--- config.mk ---
export PLATFORM = sky130hd
export DESIGN_NAME = switch_topic_parser
export DESIGN_NICKNAME = d
export VERILOG_FILES = /design/src/rtl/stp_pkg.sv /design/src/rtl/switch_topic_parser.sv /design/src/rtl/stp_front.sv /design/src/rtl/stp_queue.sv /design/src/rtl/stp_back.sv
export VERILOG_INCLUDE_DIRS = /design/src /design/src/rtl
export SDC_FILE = /design/constraint.sdc
export NUM_CORES = 1
export LEC_CHECK = 0
export BUFFER_PORTS_ARGS = -buffer_cell sky130_fd_sc_hd__buf_2
export CAP_MARGIN = 20
export CELL_PAD_IN_SITES_DETAIL_PLACEMENT = 2
export CELL_PAD_IN_SITES_GLOBAL_PLACEMENT = 2
export CORE_UTILIZATION = 40
export CTS_BUF_LIST = sky130_fd_sc_hd__clkbuf_4 sky130_fd_sc_hd__clkbuf_8
export CTS_CLUSTER_DIAMETER = 60
export DETAILED_ROUTE_END_ITERATION = 6
export GPL_TIMING_DRIVEN = 0
export PLACE_DENSITY = 0.78
export SETUP_SLACK_MARGIN = 0.02
export SYNTH_ARGS = -nofsm -noshare
export SYNTH_HDL_FRONTEND = slang
export SYNTH_SLANG_ARGS = --single-unit
--- constraint.sdc ---
create_clock -name clk -period 13.4 [get_ports clk]
set_input_delay 2.01 -clock clk [delete_from_list [all_inputs] [get_ports clk]]
set_output_delay 2.01 -clock clk [all_outputs]
set_load 0.03 [all_outputs]
--- src/rtl/switch_topic_parser_macros.svh ---
// ----------------------------------------------------------------------------
// switch_topic_parser assertion macros
// Shared concurrent assertion forms, clocked on clk, disabled in reset.
// ----------------------------------------------------------------------------
`ifndef SWITCH_TOPIC_PARSER_MACROS_SVH
`define SWITCH_TOPIC_PARSER_MACROS_SVH

// same-cycle implication
`define STP_ASSERT_NOW(lbl, ante, cons, msg) \
	lbl: assert property (@(posedge clk) disable iff (!arst_n) (ante) |-> (cons)) \
		else $error(msg);

// next-cycle implication
`define STP_ASSERT_NEXT(lbl, ante, cons, msg) \
	lbl: assert property (@(posedge clk) disable iff (!arst_n) (ante) |=> (cons)) \
		else $error(msg);

`endif

--- src/rtl/stp_pkg.sv ---
// ----------------------------------------------------------------------------
// stp_pkg
// Types and constants shared by the switch topic parser modules.
// ----------------------------------------------------------------------------
package stp_pkg;

	localparam int CODE_LEN_DEF = 5;
	localparam int Q_DEPTH      = 2;

	localparam logic [1:0] KIND_UNKNOWN = 2'd0;
	localparam logic [1:0] KIND_DIP     = 2'd1;
	localparam logic [1:0] KIND_CODEID  = 2'd2;

	typedef struct packed {
		logic [7:0] ch;
		logic       last;
	} in_t;

	typedef struct packed {
		logic [1:0]         kind;
		logic               ok;
		logic signed [31:0] code_id;
		logic [39:0]        code_first;
		logic [39:0]        code_second;
	} out_t;

	typedef struct packed {
		logic [1:0]  kind;
		logic        ok;
		logic        sign;
		logic [31:0] mag;
		logic [39:0] code_first;
		logic [39:0] code_second;
	} summary_t;

endpackage

--- src/rtl/switch_topic_parser.sv ---
// The summary is queued at the edge that takes the last byte, then registered in the output register.
// Throughput: one byte per cycle while topic_stall is low; the front scanner updates all matchers in one step.
// topic_stall rises only when the summary queue is full behind a held result.
// Reset: asynchronous, clears scanner state, queue pointers and result valid.
// No clearing pass after reset; bytes are taken on the first cycle out of reset.
// ----------------------------------------------------------------------------
// switch_topic_parser
// Classifies a slash-separated topic byte stream and extracts switch codes.
// ----------------------------------------------------------------------------
module switch_topic_parser #(
	parameter int CODE_LEN = stp_pkg::CODE_LEN_DEF
) (
	input  logic          clk,
	input  logic          arst_n,
	input  logic          topic_valid,
	output logic          topic_stall,
	input  stp_pkg::in_t  topic,
	output logic          result_valid,
	input  logic          result_stall,
	output stp_pkg::out_t result
);

	logic              push;
	logic              pop;
	logic              q_full;
	logic              q_empty;
	stp_pkg::summary_t sum;
	stp_pkg::summary_t q_data;

	stp_front #(
		.CODE_LEN(CODE_LEN)
	) u_front (
		.clk         (clk),
		.arst_n      (arst_n),
		.topic_valid (topic_valid),
		.topic_stall (topic_stall),
		.topic       (topic),
		.q_full      (q_full),
		.push        (push),
		.sum         (sum)
	);

	stp_queue u_queue (
		.clk    (clk),
		.arst_n (arst_n),
		.push   (push),
		.wdata  (sum),
		.pop    (pop),
		.rdata  (q_data),
		.full   (q_full),
		.empty  (q_empty)
	);

	stp_back u_back (
		.clk          (clk),
		.arst_n       (arst_n),
		.q_empty      (q_empty),
		.q_data       (q_data),
		.pop          (pop),
		.result_valid (result_valid),
		.result_stall (result_stall),
		.result       (result)
	);

endmodule

--- src/rtl/stp_front.sv ---
// ----------------------------------------------------------------------------
// stp_front
// Byte-wise topic scanner: substring matchers, tokenizer, word checks,
// number accumulator and colon splitter. Emits one summary per topic.
// ----------------------------------------------------------------------------
module stp_front #(
	parameter int CODE_LEN = stp_pkg::CODE_LEN_DEF
) (
	input  logic              clk,
	input  logic              arst_n,
	input  logic              topic_valid,
	output logic              topic_stall,
	input  stp_pkg::in_t      topic,
	input  logic              q_full,
	output logic              push,
	output stp_pkg::summary_t sum
);

	localparam int PLW = $clog2(CODE_LEN + 2);

	localparam logic [7:0] CH_NUL   = 8'h00;
	localparam logic [7:0] CH_SLASH = 8'h2F;
	localparam logic [7:0] CH_COLON = 8'h3A;
	localparam logic [7:0] CH_PLUS  = 8'h2B;
	localparam logic [7:0] CH_MINUS = 8'h2D;
	localparam logic [7:0] CH_SPACE = 8'h20;
	localparam logic [7:0] CH_TAB   = 8'h09;
	localparam logic [7:0] CH_CR    = 8'h0D;
	localparam logic [7:0] CH_D0    = 8'h30;
	localparam logic [7:0] CH_D9    = 8'h39;

	localparam logic [2:0] TOK_KIND   = 3'd3;
	localparam logic [2:0] TOK_CODE   = 3'd4;
	localparam logic [2:0] TOK_SWITCH = 3'd5;
	localparam logic [2:0] SAT3       = 3'd7;

	localparam logic [1:0] PH_START = 2'd0;
	localparam logic [1:0] PH_DIGIT = 2'd1;
	localparam logic [1:0] PH_DONE  = 2'd3;

	localparam logic [32:0] MAG_MAX = 33'h0_8000_0000;

	function automatic logic [7:0] dip_pat(input logic [2:0] i);
		logic [7:0] c;
		case (i)
			3'd0: c = "/";
			3'd1: c = "d";
			3'd2: c = "i";
			3'd3: c = "p";
			3'd4: c = "/";
			default: c = CH_NUL;
		endcase
		return c;
	endfunction

	function automatic logic [7:0] codeid_pat(input logic [3:0] i);
		logic [7:0] c;
		case (i)
			4'd0: c = "/";
			4'd1: c = "c";
			4'd2: c = "o";
			4'd3: c = "d";
			4'd4: c = "e";
			4'd5: c = "i";
			4'd6: c = "d";
			4'd7: c = "/";
			default: c = CH_NUL;
		endcase
		return c;
	endfunction

	function automatic logic [7:0] dip_word(input logic [2:0] i);
		logic [7:0] c;
		case (i)
			3'd0: c = "d";
			3'd1: c = "i";
			3'd2: c = "p";
			default: c = CH_NUL;
		endcase
		return c;
	endfunction

	function automatic logic [7:0] codeid_word(input logic [2:0] i);
		logic [7:0] c;
		case (i)
			3'd0: c = "c";
			3'd1: c = "o";
			3'd2: c = "d";
			3'd3: c = "e";
			3'd4: c = "i";
			3'd5: c = "d";
			default: c = CH_NUL;
		endcase
		return c;
	endfunction

	function automatic logic [7:0] switch_word(input logic [2:0] i);
		logic [7:0] c;
		case (i)
			3'd0: c = "s";
			3'd1: c = "w";
			3'd2: c = "i";
			3'd3: c = "t";
			3'd4: c = "c";
			3'd5: c = "h";
			default: c = CH_NUL;
		endcase
		return c;
	endfunction

	logic [2:0]     dip_pos_q,   dip_pos_d;
	logic [3:0]     cid_pos_q,   cid_pos_d;
	logic [1:0]     found_q,     found_d;
	logic [2:0]     tok_idx_q,   tok_idx_d;
	logic           in_tok_q,    in_tok_d;
	logic [2:0]     wflags_q,    wflags_d;
	logic [2:0]     cit_q,       cit_d;
	logic [1:0]     ph_q,        ph_d;
	logic           sign_q,      sign_d;
	logic [31:0]    mag_q,       mag_d;
	logic [1:0]     part_idx_q,  part_idx_d;
	logic [PLW-1:0] part_len_q,  part_len_d;
	logic [39:0]    code1_q,     code1_d;
	logic [39:0]    code2_q,     code2_d;
	logic [1:0]     lens_ok_q,   lens_ok_d;
	logic           ended_q,     ended_d;

	logic        accept;
	logic        active;
	logic        close_req;
	logic        part_close;
	logic        num_skip;
	logic        is_digit;
	logic [35:0] acc;
	logic [1:0]  kind;
	logic        enough;

	assign topic_stall = q_full;
	assign accept      = topic_valid && !topic_stall;
	assign active      = accept && !ended_q && (topic.ch != CH_NUL);
	assign is_digit    = (topic.ch >= CH_D0) && (topic.ch <= CH_D9);

	always_comb begin
		dip_pos_d  = dip_pos_q;
		cid_pos_d  = cid_pos_q;
		found_d    = found_q;
		tok_idx_d  = tok_idx_q;
		in_tok_d   = in_tok_q;
		wflags_d   = wflags_q;
		cit_d      = cit_q;
		ph_d       = ph_q;
		sign_d     = sign_q;
		mag_d      = mag_q;
		part_idx_d = part_idx_q;
		part_len_d = part_len_q;
		code1_d    = code1_q;
		code2_d    = code2_q;
		lens_ok_d  = lens_ok_q;
		ended_d    = ended_q;
		part_close = 1'b0;
		num_skip   = 1'b0;
		acc        = '0;

		if (accept && !ended_q && topic.ch == CH_NUL)
			ended_d = 1'b1;

		if (active) begin
			// substring matchers; a closing slash reopens a match
			if (topic.ch == dip_pat(dip_pos_q))
				dip_pos_d = dip_pos_q + 3'd1;
			else
				dip_pos_d = (topic.ch == CH_SLASH) ? 3'd1 : 3'd0;
			if (dip_pos_d == 3'd5) begin
				found_d[0] = 1'b1;
				dip_pos_d  = 3'd1;
			end
			if (topic.ch == codeid_pat(cid_pos_q))
				cid_pos_d = cid_pos_q + 4'd1;
			else
				cid_pos_d = (topic.ch == CH_SLASH) ? 4'd1 : 4'd0;
			if (cid_pos_d == 4'd8) begin
				found_d[1] = 1'b1;
				cid_pos_d  = 4'd1;
			end

			if (topic.ch != CH_SLASH) begin
				if (!in_tok_q) begin
					in_tok_d = 1'b1;
					if (tok_idx_q != SAT3)
						tok_idx_d = tok_idx_q + 3'd1;
					cit_d = 3'd0;
				end
				case (tok_idx_d)
					TOK_KIND: begin
						if (topic.ch != dip_word(cit_d))
							wflags_d[0] = 1'b0;
						if (topic.ch != codeid_word(cit_d))
							wflags_d[1] = 1'b0;
					end
					TOK_CODE: begin
						if (ph_q == PH_START) begin
							if (topic.ch == CH_SPACE ||
								(topic.ch >= CH_TAB && topic.ch <= CH_CR)) begin
								num_skip = 1'b1;
							end else if (topic.ch == CH_PLUS || topic.ch == CH_MINUS) begin
								sign_d   = (topic.ch == CH_MINUS);
								ph_d     = PH_DIGIT;
								num_skip = 1'b1;
							end else begin
								ph_d = is_digit ? PH_DIGIT : PH_DONE;
							end
						end else if (ph_q == PH_DIGIT && !is_digit) begin
							ph_d = PH_DONE;
						end
						if (!num_skip && ph_d == PH_DIGIT && is_digit) begin
							acc = {1'b0, mag_q, 3'b000} + {3'b000, mag_q, 1'b0}
								+ {28'd0, topic.ch - CH_D0};
							if (acc > {3'b000, MAG_MAX})
								mag_d = MAG_MAX[31:0];
							else
								mag_d = acc[31:0];
						end

						if (topic.ch == CH_COLON) begin
							part_close = 1'b1;
						end else begin
							if (part_len_q < PLW'(CODE_LEN)) begin
								if (part_idx_q == 2'd0)
									code1_d = {code1_q[31:0], topic.ch};
								else if (part_idx_q == 2'd1)
									code2_d = {code2_q[31:0], topic.ch};
							end
							if (part_len_q < PLW'(CODE_LEN + 1))
								part_len_d = part_len_q + PLW'(1);
						end
					end
					TOK_SWITCH: begin
						if (topic.ch != switch_word(cit_d))
							wflags_d[2] = 1'b0;
					end
					default: begin
					end
				endcase
				if (cit_d != SAT3)
					cit_d = cit_d + 3'd1;
			end
		end

		// token close on slash or at end of topic
		close_req = (active && topic.ch == CH_SLASH) || (accept && topic.last);
		if (close_req && in_tok_d) begin
			case (tok_idx_d)
				TOK_KIND: begin
					if (cit_d != 3'd3)
						wflags_d[0] = 1'b0;
					if (cit_d != 3'd6)
						wflags_d[1] = 1'b0;
				end
				TOK_CODE: part_close = 1'b1;
				TOK_SWITCH: begin
					if (cit_d != 3'd6)
						wflags_d[2] = 1'b0;
				end
				default: begin
				end
			endcase
			in_tok_d = 1'b0;
		end

		if (part_close && part_len_d != '0) begin
			if (part_idx_d < 2'd2 && part_len_d == PLW'(CODE_LEN))
				lens_ok_d[part_idx_d[0]] = 1'b1;
			if (part_idx_d != 2'd3)
				part_idx_d = part_idx_d + 2'd1;
			part_len_d = '0;
		end
	end

	assign push   = accept && topic.last;
	assign enough = tok_idx_d >= TOK_SWITCH;
	assign kind   = found_d[0] ? stp_pkg::KIND_DIP :
		(found_d[1] ? stp_pkg::KIND_CODEID : stp_pkg::KIND_UNKNOWN);

	always_comb begin
		sum.kind        = kind;
		sum.ok          = (kind == stp_pkg::KIND_DIP && enough && wflags_d[2] &&
			wflags_d[0] && lens_ok_d == 2'b11) ||
			(kind == stp_pkg::KIND_CODEID && enough && wflags_d[2] && wflags_d[1]);
		sum.sign        = sign_d;
		sum.mag         = mag_d;
		sum.code_first  = code1_d;
		sum.code_second = code2_d;
	end

	always_ff @(posedge clk or negedge arst_n) begin
		if (!arst_n) begin
			dip_pos_q  <= '0;
			cid_pos_q  <= '0;
			found_q    <= '0;
			tok_idx_q  <= '0;
			in_tok_q   <= 1'b0;
			wflags_q   <= '1;
			cit_q      <= '0;
			ph_q       <= PH_START;
			sign_q     <= 1'b0;
			mag_q      <= '0;
			part_idx_q <= '0;
			part_len_q <= '0;
			code1_q    <= '0;
			code2_q    <= '0;
			lens_ok_q  <= '0;
			ended_q    <= 1'b0;
		end else if (push) begin
			dip_pos_q  <= '0;
			cid_pos_q  <= '0;
			found_q    <= '0;
			tok_idx_q  <= '0;
			in_tok_q   <= 1'b0;
			wflags_q   <= '1;
			cit_q      <= '0;
			ph_q       <= PH_START;
			sign_q     <= 1'b0;
			mag_q      <= '0;
			part_idx_q <= '0;
			part_len_q <= '0;
			code1_q    <= '0;
			code2_q    <= '0;
			lens_ok_q  <= '0;
			ended_q    <= 1'b0;
		end else begin
			dip_pos_q  <= dip_pos_d;
			cid_pos_q  <= cid_pos_d;
			found_q    <= found_d;
			tok_idx_q  <= tok_idx_d;
			in_tok_q   <= in_tok_d;
			wflags_q   <= wflags_d;
			cit_q      <= cit_d;
			ph_q       <= ph_d;
			sign_q     <= sign_d;
			mag_q      <= mag_d;
			part_idx_q <= part_idx_d;
			part_len_q <= part_len_d;
			code1_q    <= code1_d;
			code2_q    <= code2_d;
			lens_ok_q  <= lens_ok_d;
			ended_q    <= ended_d;
		end
	end

endmodule

--- src/rtl/stp_queue.sv ---
// ----------------------------------------------------------------------------
// stp_queue
// Short register FIFO of topic summaries between front and back.
// ----------------------------------------------------------------------------
`include "switch_topic_parser_macros.svh"

module stp_queue (
	input  logic              clk,
	input  logic              arst_n,
	input  logic              push,
	input  stp_pkg::summary_t wdata,
	input  logic              pop,
	output stp_pkg::summary_t rdata,
	output logic              full,
	output logic              empty
);

	localparam int PW = (stp_pkg::Q_DEPTH > 1) ? $clog2(stp_pkg::Q_DEPTH) : 1;
	localparam int CW = $clog2(stp_pkg::Q_DEPTH + 1);

	stp_pkg::summary_t mem_q [stp_pkg::Q_DEPTH];
	logic [PW-1:0]     wptr_q;
	logic [PW-1:0]     rptr_q;
	logic [CW-1:0]     cnt_q;

	assign full  = (cnt_q == CW'(stp_pkg::Q_DEPTH));
	assign empty = (cnt_q == '0);
	assign rdata = mem_q[rptr_q];

	always_ff @(posedge clk) begin
		if (push)
			mem_q[wptr_q] <= wdata;
	end

	always_ff @(posedge clk or negedge arst_n) begin
		if (!arst_n) begin
			wptr_q <= '0;
			rptr_q <= '0;
			cnt_q  <= '0;
		end else begin
			if (push)
				wptr_q <= (wptr_q == PW'(stp_pkg::Q_DEPTH - 1)) ? '0 : wptr_q + PW'(1);
			if (pop)
				rptr_q <= (rptr_q == PW'(stp_pkg::Q_DEPTH - 1)) ? '0 : rptr_q + PW'(1);
			if (push && !pop)
				cnt_q <= cnt_q + CW'(1);
			else if (pop && !push)
				cnt_q <= cnt_q - CW'(1);
		end
	end

	`STP_ASSERT_NOW(a_no_push_full, full, !push, "summary pushed into full queue")
	`STP_ASSERT_NOW(a_no_pop_empty, pop, !empty, "summary popped from empty queue")
	`STP_ASSERT_NEXT(a_cnt_up, push && !pop, cnt_q == $past(cnt_q) + CW'(1), "count lost a push")
	`STP_ASSERT_NEXT(a_ptr_gap, pop && !push, cnt_q == $past(cnt_q) - CW'(1), "count lost a pop")

endmodule

--- src/rtl/stp_back.sv ---
// ----------------------------------------------------------------------------
// stp_back
// Turns a topic summary into the result item: number clamp, field gating,
// output register.
// ----------------------------------------------------------------------------
module stp_back (
	input  logic              clk,
	input  logic              arst_n,
	input  logic              q_empty,
	input  stp_pkg::summary_t q_data,
	output logic              pop,
	output logic              result_valid,
	input  logic              result_stall,
	output stp_pkg::out_t     result
);

	localparam logic [31:0] POS_MAX = 32'h7FFF_FFFF;

	logic          valid_q;
	stp_pkg::out_t result_q;
	stp_pkg::out_t res_d;
	logic          is_cid;
	logic          is_dip;

	assign pop    = !q_empty && (!valid_q || !result_stall);
	assign is_cid = q_data.ok && q_data.kind == stp_pkg::KIND_CODEID;
	assign is_dip = q_data.ok && q_data.kind == stp_pkg::KIND_DIP;

	always_comb begin
		res_d.kind = q_data.kind;
		res_d.ok   = q_data.ok;
		if (!is_cid)
			res_d.code_id = '0;
		else if (q_data.sign)
			res_d.code_id = 32'sd0 - $signed(q_data.mag);
		else
			res_d.code_id = $signed(q_data.mag[31] ? POS_MAX : q_data.mag);
		res_d.code_first  = is_dip ? q_data.code_first : '0;
		res_d.code_second = is_dip ? q_data.code_second : '0;
	end

	always_ff @(posedge clk) begin
		if (pop)
			result_q <= res_d;
	end

	always_ff @(posedge clk or negedge arst_n) begin
		if (!arst_n)
			valid_q <= 1'b0;
		else if (pop)
			valid_q <= 1'b1;
		else if (!result_stall)
			valid_q <= 1'b0;
	end

	assign result_valid = valid_q;
	assign result       = result_q;

endmodule
Word level (Yosys, flattened, before mapping)

Memories as Yosys holds them, arrays and structs flattened.
Index checks and enable logic that the tools add are counted.

$add $sub $neg: 14
Order comparisons: 11
Equality and inequality tests: 44
Multiplexer cells: 145
Bitwise logic cells: 1
Reduce and logical (&&, ||, !) cells: 60

Operators by type and width:

| kind                    | number |
|---|---|
| $mux W40                | 15 |
| $mux W32                | 7 |
| $mux W8                 | 12 |
| $mux W3                 | 30 |
| $mux W2                 | 26 |
| $mux W1                 | 44 |
| $pmux W7 S6             | 1 |
| $eq A8 B6 Y1 const B    | 5 |
| $add A35 B33 Y36        | 1 |
| $add A36 B8 Y36         | 1 |
| $gt A36 B32 Y1 const B  | 1 |
| $pmux W7 S5             | 1 |
| $sub A1 B32 Y32 const A | 1 |
| $mux W31                | 1 |
| $pmux W7 S4             | 1 |
| $eq A3 B3 Y1 const B    | 9 |
| $logic_and A1 B1 Y1     | 27 |
| $ne A8 B8 Y1            | 3 |
| $pmux W7 S3             | 1 |
| $mux W4                 | 5 |
| $eq A3 B2 Y1 const B    | 6 |
| $eq A8 B8 Y1            | 2 |
| $reduce_bool A2 Y1      | 7 |
| $add A3 B1 Y3 const B   | 4 |
| other kinds (35)        | 64 |

Flip-flop bits (word level): 262
Bits in writable memories: 232
Bits in read-only memories: 40
Input bits: 13
Output and inout port bits: 117
Logic and storage cells: 302
Memories kept: 2

Memories:

| memory           | depth | bits a word | rd ports | clocked after Yosys merged registers in | wr ports | RTL line        | text |
|---|---|---|---|---|---|---|---|
| u_queue.mem_q    | 2     | 116         | 1        | 0                                       | 1        | stp_queue.sv:21 | `stp_pkg::summary_t mem_q [stp_pkg::Q_DEPTH];` |
| (name not given) | 8     | 5           | 1        | 0                                       | 0        | stp_front.sv:58 | `case (i)` |

Depth between registers and ports, before layout

Depth in word-level cells: 24
Mapped depth: 18
Mapped depth without buffers: 15

By module

A second synthesis with hierarchy kept.

Cells, all modules: 1933
Area total of the unflattened synthesis: 24468.5 µm²

Modules (own cells, without submodules):

| module    | instances | cells an instance | area an instance (µm²) | sequential area each (µm²) |
|---|---|---|---|---|
| stp_front | 1         | 1157              | 10642.7                | 3557.2 |
| stp_queue | 1         | 377               | 8668.3                 | 7066.8 |
| stp_back  | 1         | 399               | 5157.4                 | 3478.3 |

Worst setup path before layout

Ideal clock, no wire load.

Path type: in2reg
Start: input topic[0] (netlist name)
End: memory u_queue.mem_q[0][0] (netlist name), enable pin
Library setup time: 0.593 ns
Arrival time: 7.372 ns
Required time: 12.807 ns
Path slack: 5.435 ns
Stages on the path: 4
Buffers on the path: 2
Cells stage by stage: nand3_1 -> clkbuf_1 -> clkbuf_1 -> nor2_1

Cells in the longest elaborated chain, start to end: 3

RTL lines:

| item                          | RTL line                  | text |
|---|---|---|
| start, declared               | switch_topic_parser.sv:17 | `input stp_pkg::in_t topic,` |
| $logic_and A1 B1 Y1           | stp_front.sv:279          | `assign push = accept && topic.last;` |
| $mux W1                       | stp_queue.sv:31           | `if (push)` |
| $mux W1 (implied by the code) | stp_queue.sv:32           | `mem_q[wptr_q] <= wdata;` |
| end, declared                 | stp_queue.sv:21           |  |

No other way between the ends.

==> metrics.md <==
| Metric | Value |
|---|---|
| Hold crit path type | reg2reg |
| Power, Total | 5.092 mW |
| Drt initial violations | 1,008 |
| DRC | 0 |
| Clk_lat worst skew | between 0.7 and 0.8 ns |
| DP HPWL | approximately 52 mm |
| Vias in the first global route | between 15,000 and 20,000 |
| Pwr dens | roughly 190 mW/mm2 |
| VDD IR max | approximately 0.11 mV |
| # fillers | 5,846 |
| Die X | roughly 240 um |
| Largest net degree at the start of global routing | ~110 |
| Vias per cell | approximately 5.6 |
| GRT Util Overall | 0.2605 |
| Top cell type by total area after synthesis | edfxtp_1 |
| RSZ-0062 raised after global routing | no |
| Final #Nets | 2,198 |
| Sequential cell area | ~0.014 mm2 |
| Initial Util | 0.4058 |
| Sinks on Clock Net | between 400 and 500 |
| WL/cell | 26.23 um |
| Footprint of the multi-input gates | about 0.0088 mm2 |
| Post-synth top cells | edfxtp_1 (347), nor2_1 (175), dfrtp_1 (144), and2_1 (125), mux2i_1 (121) |
| EDFF count, synth | between 300 and 400 |
| Kind of critical path | in2reg |
| Post-synth ARST share | 0.2976 |
| CTS tree | built |
| Clock Skew | about 0.049 ns |
| FP Rows | 88 |
| Register area share after synthesis | 0.6000 |
| Count leader, synth | edfxtp_1 |
| CTS HTree Levels | 3 |
| Post-DRT Antenna Nets | 0 |
| Grt ovf | 0 |
| Post-cts hold buffer count | 0 |
| Slew margin rel. | 0.2281 |
| Syn Inst Count | 1,873 |
| First-pass GRT wire length | between 100 and 150 mm |
| Die Area | ~0.060 mm2 |
| Total number of yosys warnings | 0 |
| Core area | 0.05792 mm2 |
| Post-synth cell types | 77 |
| Synthesized cell area | roughly 0.024 mm2 |
| Postcts setup bufs | 0 |
| Post-synth top flop | edfxtp_1 |
| Post-Syn Nets | 1,976 |
| Slew of the pin with the lowest slew margin | about 1.2 ns |
| WL final | about 77 mm |
| Synth top area cells | edfxtp_1 (44%), dfrtp_1 (15%), mux2i_1 (5.2%) |
| Max-slew violation count | 0 |
| Initial antenna violation count | 3 |
| Via count | 16,500 |
| Num CTS Buffers | 86 |
| Avg Inst Size Synth | 12.55 um2 |
| Placer Congestion | just under 0.9 |
| Worst setup EP type | register |
| Fin util | 0.4694 |
| Status | completed |
| I/O Pins | 130 |
| Final hold violations | 0 |
| Leakage | 11.31 nW |
| Top-area cell type share of the netlist area | 0.4434 |
| Final min period | 7.337 ns |
| Longest Clk Path Bufs | 3 |
| Max Clk Rate | about 140 MHz |
| # Max-Cap Violations | 0 |
| Port Buffers | 126 |
| Nature of the critical path startpoint | input port |
| CTS Root Cell | clkbuf_8 |
| Yosys reg bits | ~490 |
| Worst path arrival time | around 8 ns |
| Area growth, synth to finish | 15.67% |
| Die Height | about 240 um |
| Post-CTS sizing | 0 |
| Layout cell share with drive strength beyond 1 | 0.2093 |
| Final setup viols | 0 |
| CP max FO | 10 |
| DR pass1 iterations | 6 |
| R2R Setup Slk | roughly 7.0 ns |
| Worst-path clk slew | roughly 0.06 ns |
| Post-route clock period utilization | 0.5475 |
| Setup tns final | 0 ns |
| Worst EP required | roughly 14 ns |
-- cell usage in the layout (no fill, tap or decap), types with 10 or more instances in the layout --
cell type    n
edfxtp_1   347
nor2_1     174
buf_2      148
dfrtp_1    144
and2_1     124
mux2i_1    121
nand2_1    118
clkbuf_8    97
mux2_2      90
ha_1        84
a21oi_1     75
o21ai_0     69
clkbuf_1    64
inv_1       50
nor3_1      38
clkbuf_4    34
xnor2_1     31
xor2_1      25
o21ai_2     20
a211oi_1    19
nand3_1     19
and3_1      17
a31oi_1     13
nand4_1     12
o21a_1      12
a22o_1      11
clkinv_2    11
o211ai_1    10
a221oi_1    10
-- critical path, cell delays in order --
cell and delay [ns]:
buf_2 0.16, clkbuf_1 0.71, inv_1 0.28, ha_1 0.42, inv_1 0.06, fa_1 0.48, inv_1 0.05, ha_1 0.35
o211ai_1 0.24, o21a_1 0.19, o21ai_0 0.24, a221oi_1 0.93, a211o_1 0.24, o2111ai_1 0.15, nor4b_2 0.97, a22o_1 0.34
and2_1 0.16
-- power by group --
part / internal [mW] / switching, mW
Combinational: 0.429 / 1.09
Clock: 0.843 / 0.680
Sequential: 1.95 / 0.0969
Total: 3.22 / 1.87
-- through the flow --
stage                     cells  cell area (um2)  hold slack, ns  worst slack [ns]
final                      2936            27180          0.4980             6.063
after global routing       2935            27180          0.5461             5.987
after CTS                  2934            27180          0.5046             6.238
after detailed placement   2772            25310          0.4915             5.512
after global placement     2764            25090          0.4677             1.220
after floorplan            1873            23500          0.4539             5.435
-- cell families (layout without fill, tap and decap cells) --
family,after synthesis,count (layout),synth area share
AO/OA/AOI/OAI,304,304,0.08742
XOR/XNOR,56,56,0.02087
adder cells (fa/ha/maj),90,90,0.04983
buffers and inverters,147,443,0.02582
flip-flops,494,494,0.6000
multiplexers,212,212,0.09561
other,0,2,0
AND/OR/NAND/NOR,570,570,0.1204
-- sequential cells by signal, summed over array words and instances (netlist names), 3 cells and up --
signal,flops
u_queue.mem_q,232
u_back.result,115
u_front.code1_q,40
u_front.code2_q,40
u_front.mag_q,32
u_front.cid_pos_q,4
u_front.cit_q,3
u_front.dip_pos_q,3
u_front.part_len_q,3
u_front.tok_idx_q,3
u_front.wflags_q,3
-- final timing paths --
check / depth (start not counted) / from / to
hold reg to reg: 2 / u_back.result_valid$_DFFE_PN0P_ / u_back.result_valid$_DFFE_PN0P_
hold / removal: 2 / u_back.result_valid$_DFFE_PN0P_ / u_back.result_valid$_DFFE_PN0P_
setup / recovery: 17 / topic[5] / u_front.mag_q[25]$_DFF_PN0_
max in group asynchronous: 2 / arst_n / u_front.mag_q[18]$_DFF_PN0_
setup reg to reg: 17 / u_queue.rptr_q$_DFFE_PN0P_ / u_back.result[110]$_SDFFCE_PN0P_
min in group asynchronous: 1 / arst_n / u_front.cit_q[1]$_DFF_PN0_
-- routing by layer --
layer  routed length, um  track usage  part of all wire
met5                  13            0           0.00017
met2               38810       0.4505              0.50
met4                2232      0.09283             0.029
met3                2702      0.03775             0.035
met1               33260       0.3315              0.43
-- area by class of cell --
type                    count  share of cell area
well taps                 765             0.03521
diodes                      2           0.0001841
plain buffers              96             0.01528
flip-flops and latches    494              0.5188
multi-input cells        1232              0.3238
clock buffers             131             0.05850
repair buffers            134             0.03084
clock inverters            31             0.01017
inverters                  51            0.007226
Power figures use the tool's default switching activity.
